$ cat src/hdl/gsmm_pkg.sv
// gsmm_pkg: shared types and constants for the gas sensor median monitor
// register indexes, reset values, request codes and timer status struct
// no dependencies
package gsmm_pkg;

  localparam int LEVEL_W   = 10;
  localparam int THR_W     = 10;
  localparam int STREAK_W  = 16;
  localparam int PERIOD_W  = 16;
  localparam int PREHEAT_W = 24;
  localparam int SCNT_W    = 3;
  localparam int CFG_W     = 24;
  localparam int CFG_IDX_W = 3;

  typedef enum logic [CFG_IDX_W-1:0] {
    CFG_ALARM_THR    = 3'd0,
    CFG_EDGE_LOW     = 3'd1,
    CFG_EDGE_HIGH    = 3'd2,
    CFG_STREAK_LIMIT = 3'd3,
    CFG_READ_PERIOD  = 3'd4,
    CFG_PREHEAT_MS   = 3'd5,
    CFG_SAMPLE_COUNT = 3'd6
  } cfg_idx_t;

  localparam logic [THR_W-1:0]     RST_ALARM_THR    = 10'd300;
  localparam logic [THR_W-1:0]     RST_EDGE_LOW     = 10'd5;
  localparam logic [THR_W-1:0]     RST_EDGE_HIGH    = 10'd1018;
  localparam logic [STREAK_W-1:0]  RST_STREAK_LIMIT = 16'd30;
  localparam logic [PERIOD_W-1:0]  RST_READ_PERIOD  = 16'd2000;
  localparam logic [PREHEAT_W-1:0] RST_PREHEAT_MS   = 24'd180000;
  localparam logic [SCNT_W-1:0]    RST_SAMPLE_COUNT = 3'd5;

  localparam logic REQ_TICK   = 1'b0;
  localparam logic REQ_SAMPLE = 1'b1;

  // one accepted request as seen by the timers
  typedef struct packed {
    logic tick;
    logic sample;
  } tmr_ctrl_t;

  // timer status for the request being accepted
  typedef struct packed {
    logic preheat;  // preheat still running after the leading check
    logic reopen;   // this tick ends a read period
  } tmr_stat_t;

endpackage

$ cat src/hdl/gsmm_cell.sv
// gsmm_cell: one cell of the insertion sorting chain
// holds one sample and keeps it, takes the new value or takes its left neighbor's value
// depends on nothing but its parameter
module gsmm_cell #(
  parameter int W = 10
) (
  input  logic         clk,
  input  logic         load,
  input  logic         valid,
  input  logic [W-1:0] x,
  input  logic [W-1:0] left_val,
  input  logic         left_gt,
  output logic [W-1:0] val,
  output logic         gt,
  output logic [W-1:0] nxt
);

  logic [W-1:0] val_r;

  // empty cells sort as larger than anything
  assign gt  = !valid || (val_r > x);
  assign val = val_r;
  assign nxt = !gt ? val_r : (!left_gt ? x : left_val);

  always_ff @(posedge clk) begin
    if (load) begin
      val_r <= nxt;
    end
  end

endmodule

$ cat src/hdl/gsmm_timer.sv
// gsmm_timer: preheat timer and read period timer driven by tick requests
// uses gsmm_pkg for widths and the control and status structs
module gsmm_timer
(
  input  logic                       clk,
  input  logic                       rst_n,
  input  gsmm_pkg::tmr_ctrl_t        ctrl,
  input  logic [gsmm_pkg::PREHEAT_W-1:0] preheat_ms,
  input  logic [gsmm_pkg::PERIOD_W-1:0]  read_period_ms,
  output gsmm_pkg::tmr_stat_t        stat
);
  import gsmm_pkg::*;

  logic                 preheat_flag_r, preheat_flag_nxt;
  logic [PREHEAT_W-1:0] preheat_elapsed_r, preheat_elapsed_nxt;
  logic [PERIOD_W-1:0]  period_elapsed_r, period_elapsed_nxt;
  logic [PREHEAT_W-1:0] preheat_inc;
  logic [PERIOD_W-1:0]  period_inc;
  logic                 chk;

  // check made ahead of every request
  assign chk = preheat_flag_r && (preheat_elapsed_r < preheat_ms);

  assign preheat_inc = (&preheat_elapsed_r) ? preheat_elapsed_r
                                            : preheat_elapsed_r + 1'b1;
  assign period_inc  = (&period_elapsed_r) ? period_elapsed_r
                                           : period_elapsed_r + 1'b1;

  always_comb begin
    preheat_flag_nxt    = preheat_flag_r;
    preheat_elapsed_nxt = preheat_elapsed_r;
    period_elapsed_nxt  = period_elapsed_r;
    stat.preheat        = chk;
    stat.reopen         = 1'b0;
    if (ctrl.tick) begin
      preheat_elapsed_nxt = preheat_inc;
      preheat_flag_nxt    = chk && (preheat_inc < preheat_ms);
      if (period_inc >= read_period_ms) begin
        period_elapsed_nxt = '0;
        stat.reopen        = 1'b1;
      end else begin
        period_elapsed_nxt = period_inc;
      end
    end else if (ctrl.sample) begin
      preheat_flag_nxt = chk;
    end
  end

  always_ff @(posedge clk) begin
    if (!rst_n) begin
      preheat_flag_r    <= 1'b1;
      preheat_elapsed_r <= '0;
      period_elapsed_r  <= '0;
    end else begin
      preheat_flag_r    <= preheat_flag_nxt;
      preheat_elapsed_r <= preheat_elapsed_nxt;
      period_elapsed_r  <= period_elapsed_nxt;
    end
  end

endmodule

$ cat src/hdl/gas_sensor_median_monitor.sv
// gas_sensor_median_monitor: top level of the gas sensor median monitor
// uses gsmm_pkg, gsmm_cell (sorting chain) and gsmm_timer (preheat and period)
// holds the configuration registers, window control, judgement and output stage
//
// Requests are either one millisecond ticks or converter samples. Ticks run the
// preheat timer and the read period timer; the collection window is open after
// reset and reopens at the end of every read period, dropping a partial window.
// While the window is open each sample is inserted into a chain of sorting cells
// that keeps the window's samples in ascending order; the sample that fills the
// window (sample_count samples, clamped to 1..MAX_SAMPLES) yields the median,
// which is judged against the stuck-at-edge limits and the alarm threshold and
// emitted as one result. Ticks, partial-window samples and samples that arrive
// while the window is closed emit nothing. One request is taken every clock
// cycle while the result side keeps up: the sorting chain settles each insert
// combinationally, the median and its preheat state go through one register
// stage, and the judgement writes the output register. Configuration registers
// are written with cfg_we and must only change while no request is in flight.
module gas_sensor_median_monitor #(
  parameter int MAX_SAMPLES = 5,
  parameter int SAMPLE_BITS = 10
) (
  input  logic                             clk,
  input  logic                             rst_n,
  // request channel
  input  logic                             in_valid,
  output logic                             in_ready,
  input  logic                             in_req_type,
  input  logic [SAMPLE_BITS-1:0]           in_adc_sample,
  // result channel
  output logic                             out_valid,
  input  logic                             out_ready,
  output logic [gsmm_pkg::LEVEL_W-1:0]     out_level,
  output logic                             out_preheating,
  output logic                             out_reading_sane,
  output logic                             out_gas_alarm,
  // configuration write port
  input  logic                             cfg_we,
  input  logic [gsmm_pkg::CFG_IDX_W-1:0]   cfg_index,
  input  logic [gsmm_pkg::CFG_W-1:0]       cfg_wdata
);
  import gsmm_pkg::*;

  // sample counter must hold MAX_SAMPLES and the raw sample_count register
  localparam int CNT_RAW_W = $clog2(MAX_SAMPLES + 1);
  localparam int CNT_W     = (CNT_RAW_W > SCNT_W) ? CNT_RAW_W : SCNT_W;
  localparam int IDX_W     = (MAX_SAMPLES > 1) ? $clog2(MAX_SAMPLES) : 1;
  localparam int CMP_W     = (SAMPLE_BITS > THR_W) ? SAMPLE_BITS : THR_W;

  // ---------------------------------------------------------------------------
  // configuration registers
  // ---------------------------------------------------------------------------
  logic [THR_W-1:0]     alarm_threshold_r;
  logic [THR_W-1:0]     edge_low_r;
  logic [THR_W-1:0]     edge_high_r;
  logic [STREAK_W-1:0]  edge_streak_limit_r;
  logic [PERIOD_W-1:0]  read_period_ms_r;
  logic [PREHEAT_W-1:0] preheat_ms_r;
  logic [SCNT_W-1:0]    sample_count_r;

  always_ff @(posedge clk) begin
    if (!rst_n) begin
      alarm_threshold_r   <= RST_ALARM_THR;
      edge_low_r          <= RST_EDGE_LOW;
      edge_high_r         <= RST_EDGE_HIGH;
      edge_streak_limit_r <= RST_STREAK_LIMIT;
      read_period_ms_r    <= RST_READ_PERIOD;
      preheat_ms_r        <= RST_PREHEAT_MS;
      sample_count_r      <= RST_SAMPLE_COUNT;
    end else if (cfg_we) begin
      case (cfg_idx_t'(cfg_index))
        CFG_ALARM_THR:    alarm_threshold_r   <= cfg_wdata[THR_W-1:0];
        CFG_EDGE_LOW:     edge_low_r          <= cfg_wdata[THR_W-1:0];
        CFG_EDGE_HIGH:    edge_high_r         <= cfg_wdata[THR_W-1:0];
        CFG_STREAK_LIMIT: edge_streak_limit_r <= cfg_wdata[STREAK_W-1:0];
        CFG_READ_PERIOD:  read_period_ms_r    <= cfg_wdata[PERIOD_W-1:0];
        CFG_PREHEAT_MS:   preheat_ms_r        <= cfg_wdata[PREHEAT_W-1:0];
        CFG_SAMPLE_COUNT: sample_count_r      <= cfg_wdata[SCNT_W-1:0];
        default: begin
          // unused index, write dropped
        end
      endcase
    end
  end

  // ---------------------------------------------------------------------------
  // handshake and pipeline flow
  // ---------------------------------------------------------------------------
  logic out_valid_r, out_valid_nxt;
  logic s1_valid_r, s1_valid_nxt;
  logic s1_adv;
  logic in_acc;
  logic tick_acc, smp_acc;

  // stage 1 moves on when the output register is empty or being drained
  assign s1_adv   = !out_valid_r || out_ready;
  assign in_ready = !s1_valid_r || s1_adv;
  assign in_acc   = in_valid && in_ready;
  assign tick_acc = in_acc && (in_req_type == REQ_TICK);
  assign smp_acc  = in_acc && (in_req_type == REQ_SAMPLE);

  // ---------------------------------------------------------------------------
  // timers
  // ---------------------------------------------------------------------------
  tmr_ctrl_t tmr_ctrl;
  tmr_stat_t tmr_stat;

  assign tmr_ctrl.tick   = tick_acc;
  assign tmr_ctrl.sample = smp_acc;

  gsmm_timer u_timer (
    .clk            (clk),
    .rst_n          (rst_n),
    .ctrl           (tmr_ctrl),
    .preheat_ms     (preheat_ms_r),
    .read_period_ms (read_period_ms_r),
    .stat           (tmr_stat)
  );

  // ---------------------------------------------------------------------------
  // collection window
  // ---------------------------------------------------------------------------
  logic             window_open_r, window_open_nxt;
  logic [CNT_W-1:0] taken_r, taken_nxt;
  logic [CNT_W-1:0] sc_ext;
  logic [CNT_W-1:0] win_cnt;
  logic [CNT_W-1:0] taken_inc;
  logic [CNT_W-1:0] mid;
  logic             load;
  logic             done;

  // window size clamped to 1..MAX_SAMPLES
  assign sc_ext = CNT_W'(sample_count_r);
  always_comb begin
    if (sc_ext > CNT_W'(MAX_SAMPLES)) begin
      win_cnt = CNT_W'(MAX_SAMPLES);
    end else if (sc_ext == '0) begin
      win_cnt = CNT_W'(1);
    end else begin
      win_cnt = sc_ext;
    end
  end

  assign mid       = win_cnt >> 1;
  assign load      = smp_acc && window_open_r;
  assign taken_inc = taken_r + 1'b1;
  assign done      = load && (taken_inc >= win_cnt);

  always_comb begin
    window_open_nxt = window_open_r;
    taken_nxt       = taken_r;
    if (tick_acc && tmr_stat.reopen) begin
      // new period, any partial window is dropped
      window_open_nxt = 1'b1;
      taken_nxt       = '0;
    end else if (done) begin
      window_open_nxt = 1'b0;
      taken_nxt       = '0;
    end else if (load) begin
      taken_nxt = taken_inc;
    end
  end

  always_ff @(posedge clk) begin
    if (!rst_n) begin
      window_open_r <= 1'b1;
      taken_r       <= '0;
    end else begin
      window_open_r <= window_open_nxt;
      taken_r       <= taken_nxt;
    end
  end

  // ---------------------------------------------------------------------------
  // sorting chain: cells stay in ascending order, empty cells at the top end
  // ---------------------------------------------------------------------------
  logic [SAMPLE_BITS-1:0] cell_val [MAX_SAMPLES];
  logic [SAMPLE_BITS-1:0] cell_nxt [MAX_SAMPLES];
  logic                   cell_gt  [MAX_SAMPLES];
  logic                   cell_vld [MAX_SAMPLES];

  for (genvar i = 0; i < MAX_SAMPLES; i++) begin : g_cell
    logic [SAMPLE_BITS-1:0] left_val;
    logic                   left_gt;

    assign cell_vld[i] = (taken_r > CNT_W'(i));

    if (i == 0) begin : g_first
      assign left_val = in_adc_sample;
      assign left_gt  = 1'b0;
    end else begin : g_rest
      assign left_val = cell_val[i-1];
      assign left_gt  = cell_gt[i-1];
    end

    gsmm_cell #(
      .W (SAMPLE_BITS)
    ) u_cell (
      .clk      (clk),
      .load     (load),
      .valid    (cell_vld[i]),
      .x        (in_adc_sample),
      .left_val (left_val),
      .left_gt  (left_gt),
      .val      (cell_val[i]),
      .gt       (cell_gt[i]),
      .nxt      (cell_nxt[i])
    );
  end

  // ---------------------------------------------------------------------------
  // stage 1: median and preheat state of the completed window
  // ---------------------------------------------------------------------------
  logic [SAMPLE_BITS-1:0] s1_level_r;
  logic                   s1_preheat_r;

  always_comb begin
    if (in_acc) begin
      s1_valid_nxt = done;
    end else if (s1_adv) begin
      s1_valid_nxt = 1'b0;
    end else begin
      s1_valid_nxt = s1_valid_r;
    end
  end

  always_ff @(posedge clk) begin
    if (!rst_n) begin
      s1_valid_r <= 1'b0;
    end else begin
      s1_valid_r <= s1_valid_nxt;
    end
  end

  always_ff @(posedge clk) begin
    if (done) begin
      s1_level_r   <= cell_nxt[mid[IDX_W-1:0]];
      s1_preheat_r <= tmr_stat.preheat;
    end
  end

  // ---------------------------------------------------------------------------
  // judgement: stuck-at-edge streak, sane flag and alarm
  // ---------------------------------------------------------------------------
  logic [STREAK_W-1:0] stuck_streak_r, stuck_streak_nxt;
  logic [STREAK_W-1:0] streak_inc;
  logic                sane_r, sane_nxt;
  logic [CMP_W-1:0]    lvl_ext;
  logic                stuck;
  logic                judge;

  assign judge      = s1_valid_r && s1_adv;
  assign lvl_ext    = CMP_W'(s1_level_r);
  assign stuck      = (lvl_ext < CMP_W'(edge_low_r)) || (lvl_ext > CMP_W'(edge_high_r));
  assign streak_inc = (stuck_streak_r < edge_streak_limit_r) ? stuck_streak_r + 1'b1
                                                             : stuck_streak_r;

  always_comb begin
    stuck_streak_nxt = stuck_streak_r;
    sane_nxt         = sane_r;
    if (judge) begin
      if (s1_preheat_r) begin
        stuck_streak_nxt = '0;
      end else if (stuck) begin
        stuck_streak_nxt = streak_inc;
        if (streak_inc >= edge_streak_limit_r) begin
          sane_nxt = 1'b0;
        end
      end else begin
        stuck_streak_nxt = '0;
        sane_nxt         = 1'b1;
      end
    end
  end

  always_ff @(posedge clk) begin
    if (!rst_n) begin
      stuck_streak_r <= '0;
      sane_r         <= 1'b1;
    end else begin
      stuck_streak_r <= stuck_streak_nxt;
      sane_r         <= sane_nxt;
    end
  end

  // ---------------------------------------------------------------------------
  // output register
  // ---------------------------------------------------------------------------
  logic [LEVEL_W-1:0] out_level_r;
  logic               out_preheat_r;
  logic               out_sane_r;
  logic               out_alarm_r;

  assign out_valid_nxt = s1_adv ? s1_valid_r : out_valid_r;

  always_ff @(posedge clk) begin
    if (!rst_n) begin
      out_valid_r <= 1'b0;
    end else begin
      out_valid_r <= out_valid_nxt;
    end
  end

  always_ff @(posedge clk) begin
    if (judge) begin
      out_level_r   <= LEVEL_W'(s1_level_r);
      out_preheat_r <= s1_preheat_r;
      out_sane_r    <= sane_nxt;
      out_alarm_r   <= !s1_preheat_r && sane_nxt &&
                       (lvl_ext > CMP_W'(alarm_threshold_r));
    end
  end

  assign out_valid        = out_valid_r;
  assign out_level        = out_level_r;
  assign out_preheating   = out_preheat_r;
  assign out_reading_sane = out_sane_r;
  assign out_gas_alarm    = out_alarm_r;

  // ---------------------------------------------------------------------------
  // assertions
  // ---------------------------------------------------------------------------
  // a full window always closes, so the fill count stays below the cell count
  a_taken_range: assert property (@(posedge clk) disable iff (!rst_n)
    taken_r < CNT_W'(MAX_SAMPLES))
    else $error("window fill count reached the cell count");

  // a closed window holds no partial samples
  a_closed_empty: assert property (@(posedge clk) disable iff (!rst_n)
    !window_open_r |-> (taken_r == '0))
    else $error("closed window still counts samples");

  // occupied cells stay in ascending order
  for (genvar k = 1; k < MAX_SAMPLES; k++) begin : g_order_chk
    a_sorted: assert property (@(posedge clk) disable iff (!rst_n)
      cell_vld[k] |-> (cell_val[k-1] <= cell_val[k]))
      else $error("sorting chain out of order");
  end

endmodule

$ cat config.mk
export PLATFORM = sky130hd
export DESIGN_NAME = gas_sensor_median_monitor
export DESIGN_NICKNAME = d
export VERILOG_FILES = /design/src/hdl/gsmm_pkg.sv /design/src/hdl/gsmm_cell.sv /design/src/hdl/gsmm_timer.sv /design/src/hdl/gas_sensor_median_monitor.sv
export SDC_FILE = /design/constraint.sdc
export NUM_CORES = 1
export LEC_CHECK = 0
export ABC_CLOCK_PERIOD_IN_PS = 4750
export BUFFER_PORTS_ARGS = -buffer_cell sky130_fd_sc_hd__clkbuf_2
export CORE_ASPECT_RATIO = 0.75
export CORE_UTILIZATION = 55
export CTS_CLUSTER_DIAMETER = 120
export DETAILED_ROUTE_END_ITERATION = 8
export PLACE_DENSITY = 0.83
export SYNTH_ARGS = -nofsm -noshare
export SYNTH_HDL_FRONTEND = slang
export SYNTH_HIERARCHICAL = 1
export SYNTH_SLANG_ARGS = --single-unit
$ cat constraint.sdc
create_clock -name clk -period 4.75 [get_ports clk]
set_clock_uncertainty 0.15 [all_clocks]
set_input_delay 0.2375 -clock clk [delete_from_list [all_inputs] [get_ports clk]]
set_output_delay 0.2375 -clock clk [all_outputs]
set_load 0.005 [all_outputs]
# After elaboration in Yosys (flattened, before gate mapping)

Cells that the tools add are included.

Register bits: 227
Latch bits: 0
Bits in writable memories: 0
ROM bits: 0
Bits of input ports: 43
Output and inout port bits: 15
Logic and storage cells: 133
Memories: 0

Add/sub/neg operators: 4
Multiply operators: 0
Div/mod/pow operators: 0
Magnitude comparators: 21
Equality and inequality tests: 6
Shift operators: 0
Multiplexer cells: 30
Bitwise operators: 3
Reductions and logical operators: 42

Operator list:

| operator                                                              | number |
|---|---|
| 10-bit 2-to-1 mux                                                     | 11 |
| 16-bit 2-to-1 mux                                                     | 5 |
| 10-bit > comparator                                                   | 7 |
| 24-bit < comparator                                                   | 2 |
| 16-bit by 1-bit adder with 16-bit output (second input constant)      | 2 |
| 16-bit greater-or-equal comparator                                    | 2 |
| 10-bit binary-select mux with 3-bit select                            | 1 |
| 24-bit by 1-bit adder with 24-bit output (second input constant)      | 1 |
| 24-bit 2-to-1 mux                                                     | 1 |
| 24-bit AND reduction                                                  | 1 |
| 16-bit < comparator                                                   | 1 |
| 16-bit AND reduction                                                  | 1 |
| 2-bit AND reduction                                                   | 7 |
| 1-bit logical AND                                                     | 11 |
| 10-bit < comparator                                                   | 1 |
| 1-bit 2-to-1 mux                                                      | 10 |
| 3-bit == test (second input constant)                                 | 3 |
| 1-bit logical NOT                                                     | 8 |
| 1-bit logical OR                                                      | 8 |
| 3-bit by 2-bit == test with 1-bit output (second input constant)      | 2 |
| 3-bit by 1-bit > comparator with 1-bit output (second input constant) | 2 |
| 3-bit by 2-bit > comparator with 1-bit output (second input constant) | 2 |
| 3-bit > comparator (second input constant)                            | 2 |
| 3-bit logical NOT                                                     | 2 |
| other kinds (10)                                                      | 13 |

# Logic depth before layout (Yosys ltp)

Gate-level depths: netlist of the first run.

Word-level depth: 9
Gate-level depth with buffers: 17
Depth with buffers taken out: 16

# By module

Netlist of the first run, hierarchy kept.

Modules (own cells, without submodules):

| module                    | times used | cells each | area an instance (um2) | seq. area each (um2) |
|---|---|---|---|---|
| gas_sensor_median_monitor | 1          | 829        | 7060.5                 | 2962.8 |
| gsmm_timer                | 1          | 515        | 4080.2                 | 820.8 |
| gsmm_cell                 | 3          | 81         | 815.8                  | 300.3 |

# Least setup slack after synthesis of the first run

No wires, ideal clock.

Kind: register to register
Start: register stuck_streak_r[2]
End: register out_alarm_r, in the netlist out_gas_alarm (data pin)
Setup time: 0.260 ns
Arrival: 3.401 ns
Required time: 4.340 ns
Path slack: 0.939 ns
Cell stages (with the launch flop): 17
Path buffers: 1
Period minus slack after synthesis: 3.811 ns
Cell sequence: dfxtp_1 > ha_1 > a211o_1 > a31oi_1 > o221ai_1 > a211o_1 > or2_1 > buf_2 > o21ai_0 > nand2_1 > ha_1 > nand4_1 > a211oi_1 > o41ai_1 > a311o_1 > a21oi_1 > nor2_1

Word-level cells in the longest chain between the ends: 9
Elaborated cells on any way between the ends: 10
Those cells by class: add/sub: 1; order compare: 2; mux: 5; reduce/logical: 2

Ends and longest elaborated chain:

| what                                                                                   | RTL line                         | text |
|---|---|---|
| start: declaration                                                                     | gas_sensor_median_monitor.sv:244 | `logic [STREAK_W-1:0] stuck_streak_r, stuck_streak_nxt;` |
| start signal: assignment                                                               | gas_sensor_median_monitor.sv:280 | `stuck_streak_r <= stuck_streak_nxt;` |
| 16-bit by 1-bit adder with 16-bit output / 16-bit < comparator (equally long branches) | gas_sensor_median_monitor.sv:254 | `assign streak_inc = (stuck_streak_r < edge_streak_limit_r) ? stuck_streak_r + 1'b1` |
| 16-bit 2-to-1 mux *                                                                    | gas_sensor_median_monitor.sv:254 |  |
| 16-bit greater-or-equal comparator *                                                   | gas_sensor_median_monitor.sv:265 | `if (streak_inc >= edge_streak_limit_r) begin` |
| 1-bit 2-to-1 mux *                                                                     | gas_sensor_median_monitor.sv:265 |  |
| 1-bit 2-to-1 mux *                                                                     | gas_sensor_median_monitor.sv:263 | `end else if (stuck) begin` |
| 1-bit 2-to-1 mux *                                                                     | gas_sensor_median_monitor.sv:261 | `if (s1_preheat_r) begin` |
| 1-bit 2-to-1 mux *                                                                     | gas_sensor_median_monitor.sv:260 | `if (judge) begin` |
| 1-bit logical AND * (2 in series)                                                      | gas_sensor_median_monitor.sv:308 | `out_alarm_r <= !s1_preheat_r && sane_nxt &&` |
| end signal: assignment                                                                 | gas_sensor_median_monitor.sv:308 |  |
| end: declaration                                                                       | gas_sensor_median_monitor.sv:291 | `logic out_alarm_r;` |

Mark *: on every way between the ends. The rest lies on a longest branch, timed or not.
A chain may end at the register's enable or synchronous reset.

# Worst setup path after layout of the first run

Ends and elaborated chain as after synthesis.

==> results.cfg, run 1 <==
[layout]
insertedDiodeCount = 0
seqCellArea_um2 = 4680
layout.cells.non_filler = 1996
multi_input_area_um2 = 8150
final_util_pct = 63.1
n_fill_cell = 1948
drive_gt1_share_pct = 9.25
nNetsFinal = 1854
area_growth_pct = 11.9

[global_routing]
grt_use_total_pct = 27.3
grt_pass1_vias = 11200
grt_overflow = 0
grt_pass1_wl_mm = 56.6
grt_max_degree = 78
antenna_found_initial = 0

[sta]
hold_violations = 0
slew_violations = 0
rsz0062_at_grt = no
fin_ws_ns = 0.476
worst_pin_slew_ns = 1.09
setup_violations = 0
min_period_ns = 4.27
fin_tns_setup_ns = 0
fmax_mhz = 234
fin_crit_sh_pct = 90.0
slew_headroom_pct = 27.3

[floorplan]
io_pins = 58
fp.dieArea_um2 = 25300
initial_core_util_pct = 56.4
rows = 49
coreArea_um2 = 24100
die_h_um = 138
die_x_um = 183

[route]
wirelength_mm = 34.4
wl_per_cell_um = 17.2
vias = 11800
first_iter_violations = 951
final_antenna_net_count = 0
dr.pass1.iters = 5
route.detailed.drc = 0
vias_per_cell = 5.89

[setup_path]
crit_type = reg2reg
worstPathArrival_ns = 4.38
rrSetupSlack_ns = 0.48
reg2reg_from = stuck_streak_r[2]
crit_path_start = stuck_streak_r[2]
crit_path_end_kind = flip-flop
critPathLaunchType = flip-flop
crit_fanout = 11
worstPathRequired_ns = 4.85
reg2regPathDepth = 15
timing.rr.end = out_gas_alarm

[synthesis]
synthCells = 1587
syn_area_per_cell_um2 = 8.56
yosysSeqAreaShare_pct = 34.5
synth-seq-cells = 207
ys.flop_type = dfxtp_1
ys_types = 65
syn_nets = 1793
synth_enable_flop_cells = 54
yosysTopAreaCellShare_pct = 22.5
synth_area_leaders = dfxtp_1 (23%), ha_1 (15%), edfxtp_1 (12%)
async_flop_share_pct = 0
synth.largest_area_cell = dfxtp_1
syn_area_um2 = 13600
yosys_warnings = 6

[placement]
hpwl_mm = 24.6
numPortBuffers = 57
place.gp.congestion = 0.933
post-place-ws_ns = 0.236
placed_cells = 1925

[power]
power_density_nw_per_um2 = 294
irDropWorstVdd_mv = 0.272
leakage_nw = 6.74

[cts]
cts_max_level = 1
cts_buffers = 23
insertion_delay_ns = 0.52
root_buffer = clkbuf_16
cts_setup_buffers = 0
cts.sinks = 207
cts_tree = done
clock_path_buffers = 3
clk_pin_slew_ns = 0.06

[worst_hold_path]
min_path_cells = 3
hold_path_class = in2reg
min_to = taken_r[2]
hold_start = in_valid

[outcome]
status = completed

[run]
drv_cap = 0
layer usage:
metal / part of all wire (%) / track usage [%]
met1: 46 / 39.4
met2: 43 / 41.7
met3: 8.5 / 4.27
met4: 2.7 / 8.55
met5: 0 / 0
cell type report:
cell class | instances | share of cell area, %
clock inverters | 16 | 1.39
clock buffers | 26 | 3.86
well taps | 331 | 2.72
inverters | 135 | 3.33
multi-input cells | 1185 | 53.6
flip-flops and latches | 207 | 30.8
repair buffers | 96 | 4.29
what timing repair did:
action,in CTS,in global routing
endpoints found under the setup margin,0,4
gates resized for setup,0,3
endpoints found under the hold margin,80,0
hold buffers,29,0
where the power goes:
part | leakage [nW] | total [W] | switching [W] | internal (W)
sequential | 1.73 | 0.00193 | 0.0000444 | 0.00189
combinational | 4.62 | 0.000626 | 0.000348 | 0.000278
clock | 0.389 | 0.00191 | 0.000744 | 0.00116
how the worst max path moves through the flow:
stage | slack (ns) | endpoint | cells after the start
after floorplan | 0.94 | out_gas_alarm | 16
after global placement | 0.39 | taken_r[2] | 15
after detailed placement | 0.24 | taken_r[2] | 16
after CTS | 0.23 | taken_r[2] | 16
after global routing | 0.05 | taken_r[2] | 16
final | 0.48 | out_gas_alarm | 15
cells by family after synthesis:
kind of cell | Yosys count | synth area share (%)
fa+ha+maj | 163 | 15.0
mux | 56 | 5.08
xor+xnor | 64 | 4.13
simple gates | 593 | 20.5
other cells | 1 | 0.0276
compound gates | 308 | 15.0
buf+inv | 195 | 5.80
flops | 207 | 34.5
cell usage after synthesis, types with 4 or more instances:
library cell,count
a211o_1,6
a211oi_1,9
a21boi_0,64
a21o_1,21
a21oi_1,56
a31oi_1,12
and2_1,17
and3_1,13
buf_2,7
buf_6,5
clkbuf_1,41
dfxtp_1,153
edfxtp_1,54
ha_1,163
inv_1,135
mux2_2,8
mux2_4,24
mux2i_1,24
nand2_1,288
nand2b_1,15
nand3_1,61
nand4_1,36
nor2_1,65
nor2b_1,11
nor3_1,36
nor4_1,11
o211ai_1,23
o21a_1,11
o21ai_0,75
o221ai_1,4
or3_1,14
or4_1,5
xnor2_1,37
xor2_1,27
critical path, cell delays in order, from the launching register on:
cell,delay (ns)
dfxtp_1,0.46
ha_1,0.30
a211o_1,0.29
a31oi_1,0.13
o221ai_1,0.14
a211o_1,0.35
or2_1,0.37
nor3_1,0.35
xor2_1,0.12
ha_1,0.31
nand4_1,0.10
a211oi_1,0.26
o41ai_1,0.13
a311o_1,0.27
a21oi_1,0.22
nor2_1,0.08
stage by stage:
stage                     instance area, µm²  power (W)  hold slack (ns)
after floorplan                        13600    0.00239            0.211
after global placement                 14100    0.00253            0.302
after detailed placement               14100    0.00256            0.304
after CTS                              15200    0.00447           0.0562
after global routing                   15200    0.00462            0.109
final                                  15200    0.00447           0.0776
registers in the layout, summed over array words and instances (netlist names), 3 cells and up:
name                       cells
edge_high_r                   10
edge_low_r                    10
taken_r                        3
alarm_threshold_r             10
g_cell.u_cell/val             30
u_timer/preheat_elapsed_r     24
u_timer/period_elapsed_r      16
out_level                     10
stuck_streak_r                16
sample_count_r                 3
read_period_ms_r              16
preheat_ms_r                  24
edge_streak_limit_r           16
lvl_ext                       10
cell usage in the layout (no fill, tap or decap), types with 23 or more instances in the layout:
cell type,Yosys,final
nand2_1,288,288
ha_1,163,163
dfxtp_1,153,153
inv_1,135,135
o21ai_0,75,75
nor2_1,65,64
a21boi_0,64,64
nand3_1,61,61
a21oi_1,56,56
clkbuf_2,2,56
edfxtp_1,54,54
xnor2_1,37,37
nand4_1,36,36
nor3_1,36,36
dlygate4sd3_1,0,29
xor2_1,27,27
mux2i_1,24,24
mux2_4,24,24
o211ai_1,23,23
clkbuf_16,0,23
Note: power is estimated with default switching activity, not from simulation.
==> inputs of run 2 (changes only) <==
--- a/config.mk
+++ b/config.mk
@@ -5,7 +5,7 @@
 export SDC_FILE = /design/constraint.sdc
 export NUM_CORES = 1
 export LEC_CHECK = 0
-export ABC_CLOCK_PERIOD_IN_PS = 4750
+export ABC_CLOCK_PERIOD_IN_PS = 4300
 export BUFFER_PORTS_ARGS = -buffer_cell sky130_fd_sc_hd__clkbuf_2
 export CORE_ASPECT_RATIO = 0.75
 export CORE_UTILIZATION = 55
==> constraint.sdc (replaced) <==
create_clock -name clk -period 4.3 [get_ports clk]
set_clock_uncertainty 0.15 [all_clocks]
set_input_delay 0.215 -clock clk [delete_from_list [all_inputs] [get_ports clk]]
set_output_delay 0.215 -clock clk [all_outputs]
set_load 0.005 [all_outputs]
==> run 2 against run 1 <==
Compared with the run above:
- utilization rose by 0.078 points
- sequential power rose by 10%
- cell area rose by 0.12%
- first-iteration DRC count rose by 10%
- final cell count rose by 0.50%
- critical endpoint unchanged
- power rose by 6.5%
- largest power group unchanged
==> results.cfg, run 2 (synthesized netlist as in run 1, its figures left out) <==
[cts]
cts_max_level = 1
clk_pin_slew_ns = 0.07
root_buffer = clkbuf_16
insertion_delay_ns = 0.51
clock_path_buffers = 3
cts.sinks = 207
cts_buffers = 21
cts_tree = done

[layout]
largest_reg_flops = 30
final_common_cell = nand2_1
insertedDiodeCount = 0
final_cell_mix = nand2_1 (288), ha_1 (163), dfxtp_1 (152)
n_fill_cell = 1957
design_area_um2 = 15200
nNetsFinal = 1866
area_growth_pct = 12.1
drive_gt1_share_pct = 9.85
final_util_pct = 63.2

[floorplan]
die_x_um = 183
fp.dieArea_um2 = 25300
die_h_um = 138
coreArea_um2 = 24100
rows = 49
initial_core_util_pct = 56.4
io_pins = 58

[sta]
setup_violations = 0
worst_pin_slew_ns = 1.07
hold_violations = 0
fin_tns_setup_ns = 0
min_period_ns = 4.04
fin_crit_sh_pct = 94.0
fmax_mhz = 247
slew_violations = 0
slew_headroom_pct = 28.1

[setup_path]
critPathLaunchType = flip-flop
crit_family = compound AO/OA/AOI/OAI gates
crit_fanout = 13
crit_path_end_kind = flip-flop
critPathBufInv = 1
critical-path-max-stage-delay_ns = 0.36
crit_type = reg2reg
worstPathArrival_ns = 4.14
path_cells = inv_1, ha_1, a211o_1, a31oi_1, o221ai_1, a211o_1, or2_4, or3_1, nand2_1, ha_1, nand4_1, a211oi_1, o41ai_1, a311o_1, a21oi_2, nor2_1
critPathSlowestCell = a211o_1
worstPathRequired_ns = 4.40

[worst_hold_path]
hold_path_class = in2reg

[run]
drv_cap = 0

[placement]
place_area_um2 = 14200
hpwl_mm = 24.7
numPortBuffers = 57
place.gp.congestion = 0.961

[route]
wl_per_cell_um = 17.1
vias_per_cell = 5.82
vias = 11700
final_antenna_net_count = 0
wirelength_mm = 34.2
first_iter_violations = 1050
route.detailed.drc = 0
dr.pass1.iters = 7

[global_routing]
grt_use_total_pct = 27.1
grt_max_degree = 72
grt_pass1_wl_mm = 56.0
antenna_found_initial = 0
grt_overflow = 0
grt_pass1_vias = 11000

[outcome]
status = completed

[power]
irDropWorstVdd_mv = 0.279
leakage_nw = 6.77
power_density_nw_per_um2 = 312
run 2: cell types whose count changed in the layout (fill, tap and decap cells not counted), sizes merged:
cell | before | now
buf | 11 | 24
clkinv | 8 | 5
bufinv | 5 | 3
dlygate4sd3 | 29 | 30
inv | 136 | 137
run 2: area by class of cell:
type / instances / area [µm²] / share of cell area [%]
tap: 331 / 414 / 2.72
timing repair buffer: 110 / 761 / 5.00
inverter: 135 / 507 / 3.33
sequential: 207 / 4690 / 30.8
multi-input combinational: 1185 / 8150 / 53.5
clock buffer: 26 / 566 / 3.71
clock inverter: 12 / 143 / 0.937
run 2: where the power goes:
part	total, W	internal, W	switching, W	leakage [nW]
logic	0.000695	0.000311	0.000384	4.69
registers	0.00213	0.00209	0.0000472	1.73
clock network	0.00193	0.00112	0.000806	0.342
run 2: routing by layer:
layer  global-route usage, %  part of all wire, %  wire (µm)  vias up
met2                    41.6                   43      14800      463
met1                    39.7                   46      15800     5455
met3                    3.98                  7.9       2710       71
met4                    7.32                  2.5        859        0
met5                       0                    0          0        -
li1                        -                    -          -     5693
run 2: metrics by stage:
| stage | total power (W) | hold WS, ns | worst slack, ns | std cells |
|---|---|---|---|---|
| after CTS | 0.00477 | 0.00167 | 0.0707 | 2004 |
| after global routing | 0.00494 | 0.0553 | -0.0219 | 2006 |
| after floorplan | 0.00264 | 0.189 | 0.489 | 1587 |
| final | 0.00476 | 0.0123 | 0.258 | 2006 |
| after global placement | 0.00279 | 0.284 | 0.282 | 1936 |
| after detailed placement | 0.00283 | 0.286 | 0.0964 | 1936 |
run 2: repair_timing:
| action | 4_1_cts | 5_1_grt |
|---|---|---|
| gates resized for setup | 0 | 6 |
| hold buffers | 30 | 0 |
| hold endpoints to repair | 81 | 0 |
| setup endpoints to repair | 0 | 4 |
| buffers inserted | 0 | 2 |
run 2: worst reg2reg max path, delay by kind of cell (launching register included):
family	cells	cell delay, ns
AOI/OAI and AO/OA	8	1.81
adders and majority gates	2	0.47
buffers and inverters	1	0.07
DFF	1	0.31
and+or+nand+nor	5	0.99
run 2: worst paths after layout:
| kind | slack [ns] | endpoint | cells past startpoint | startpoint |
|---|---|---|---|---|
| hold / removal | 0.01 | taken_r[2] | 3 | in_valid |
| setup reg to reg | 0.26 | out_gas_alarm | 16 | edge_streak_limit_r[2] |
| hold reg to reg | 0.32 | window_open_r | 2 | window_open_r |
| setup / recovery | 0.26 | out_gas_alarm | 16 | edge_streak_limit_r[2] |
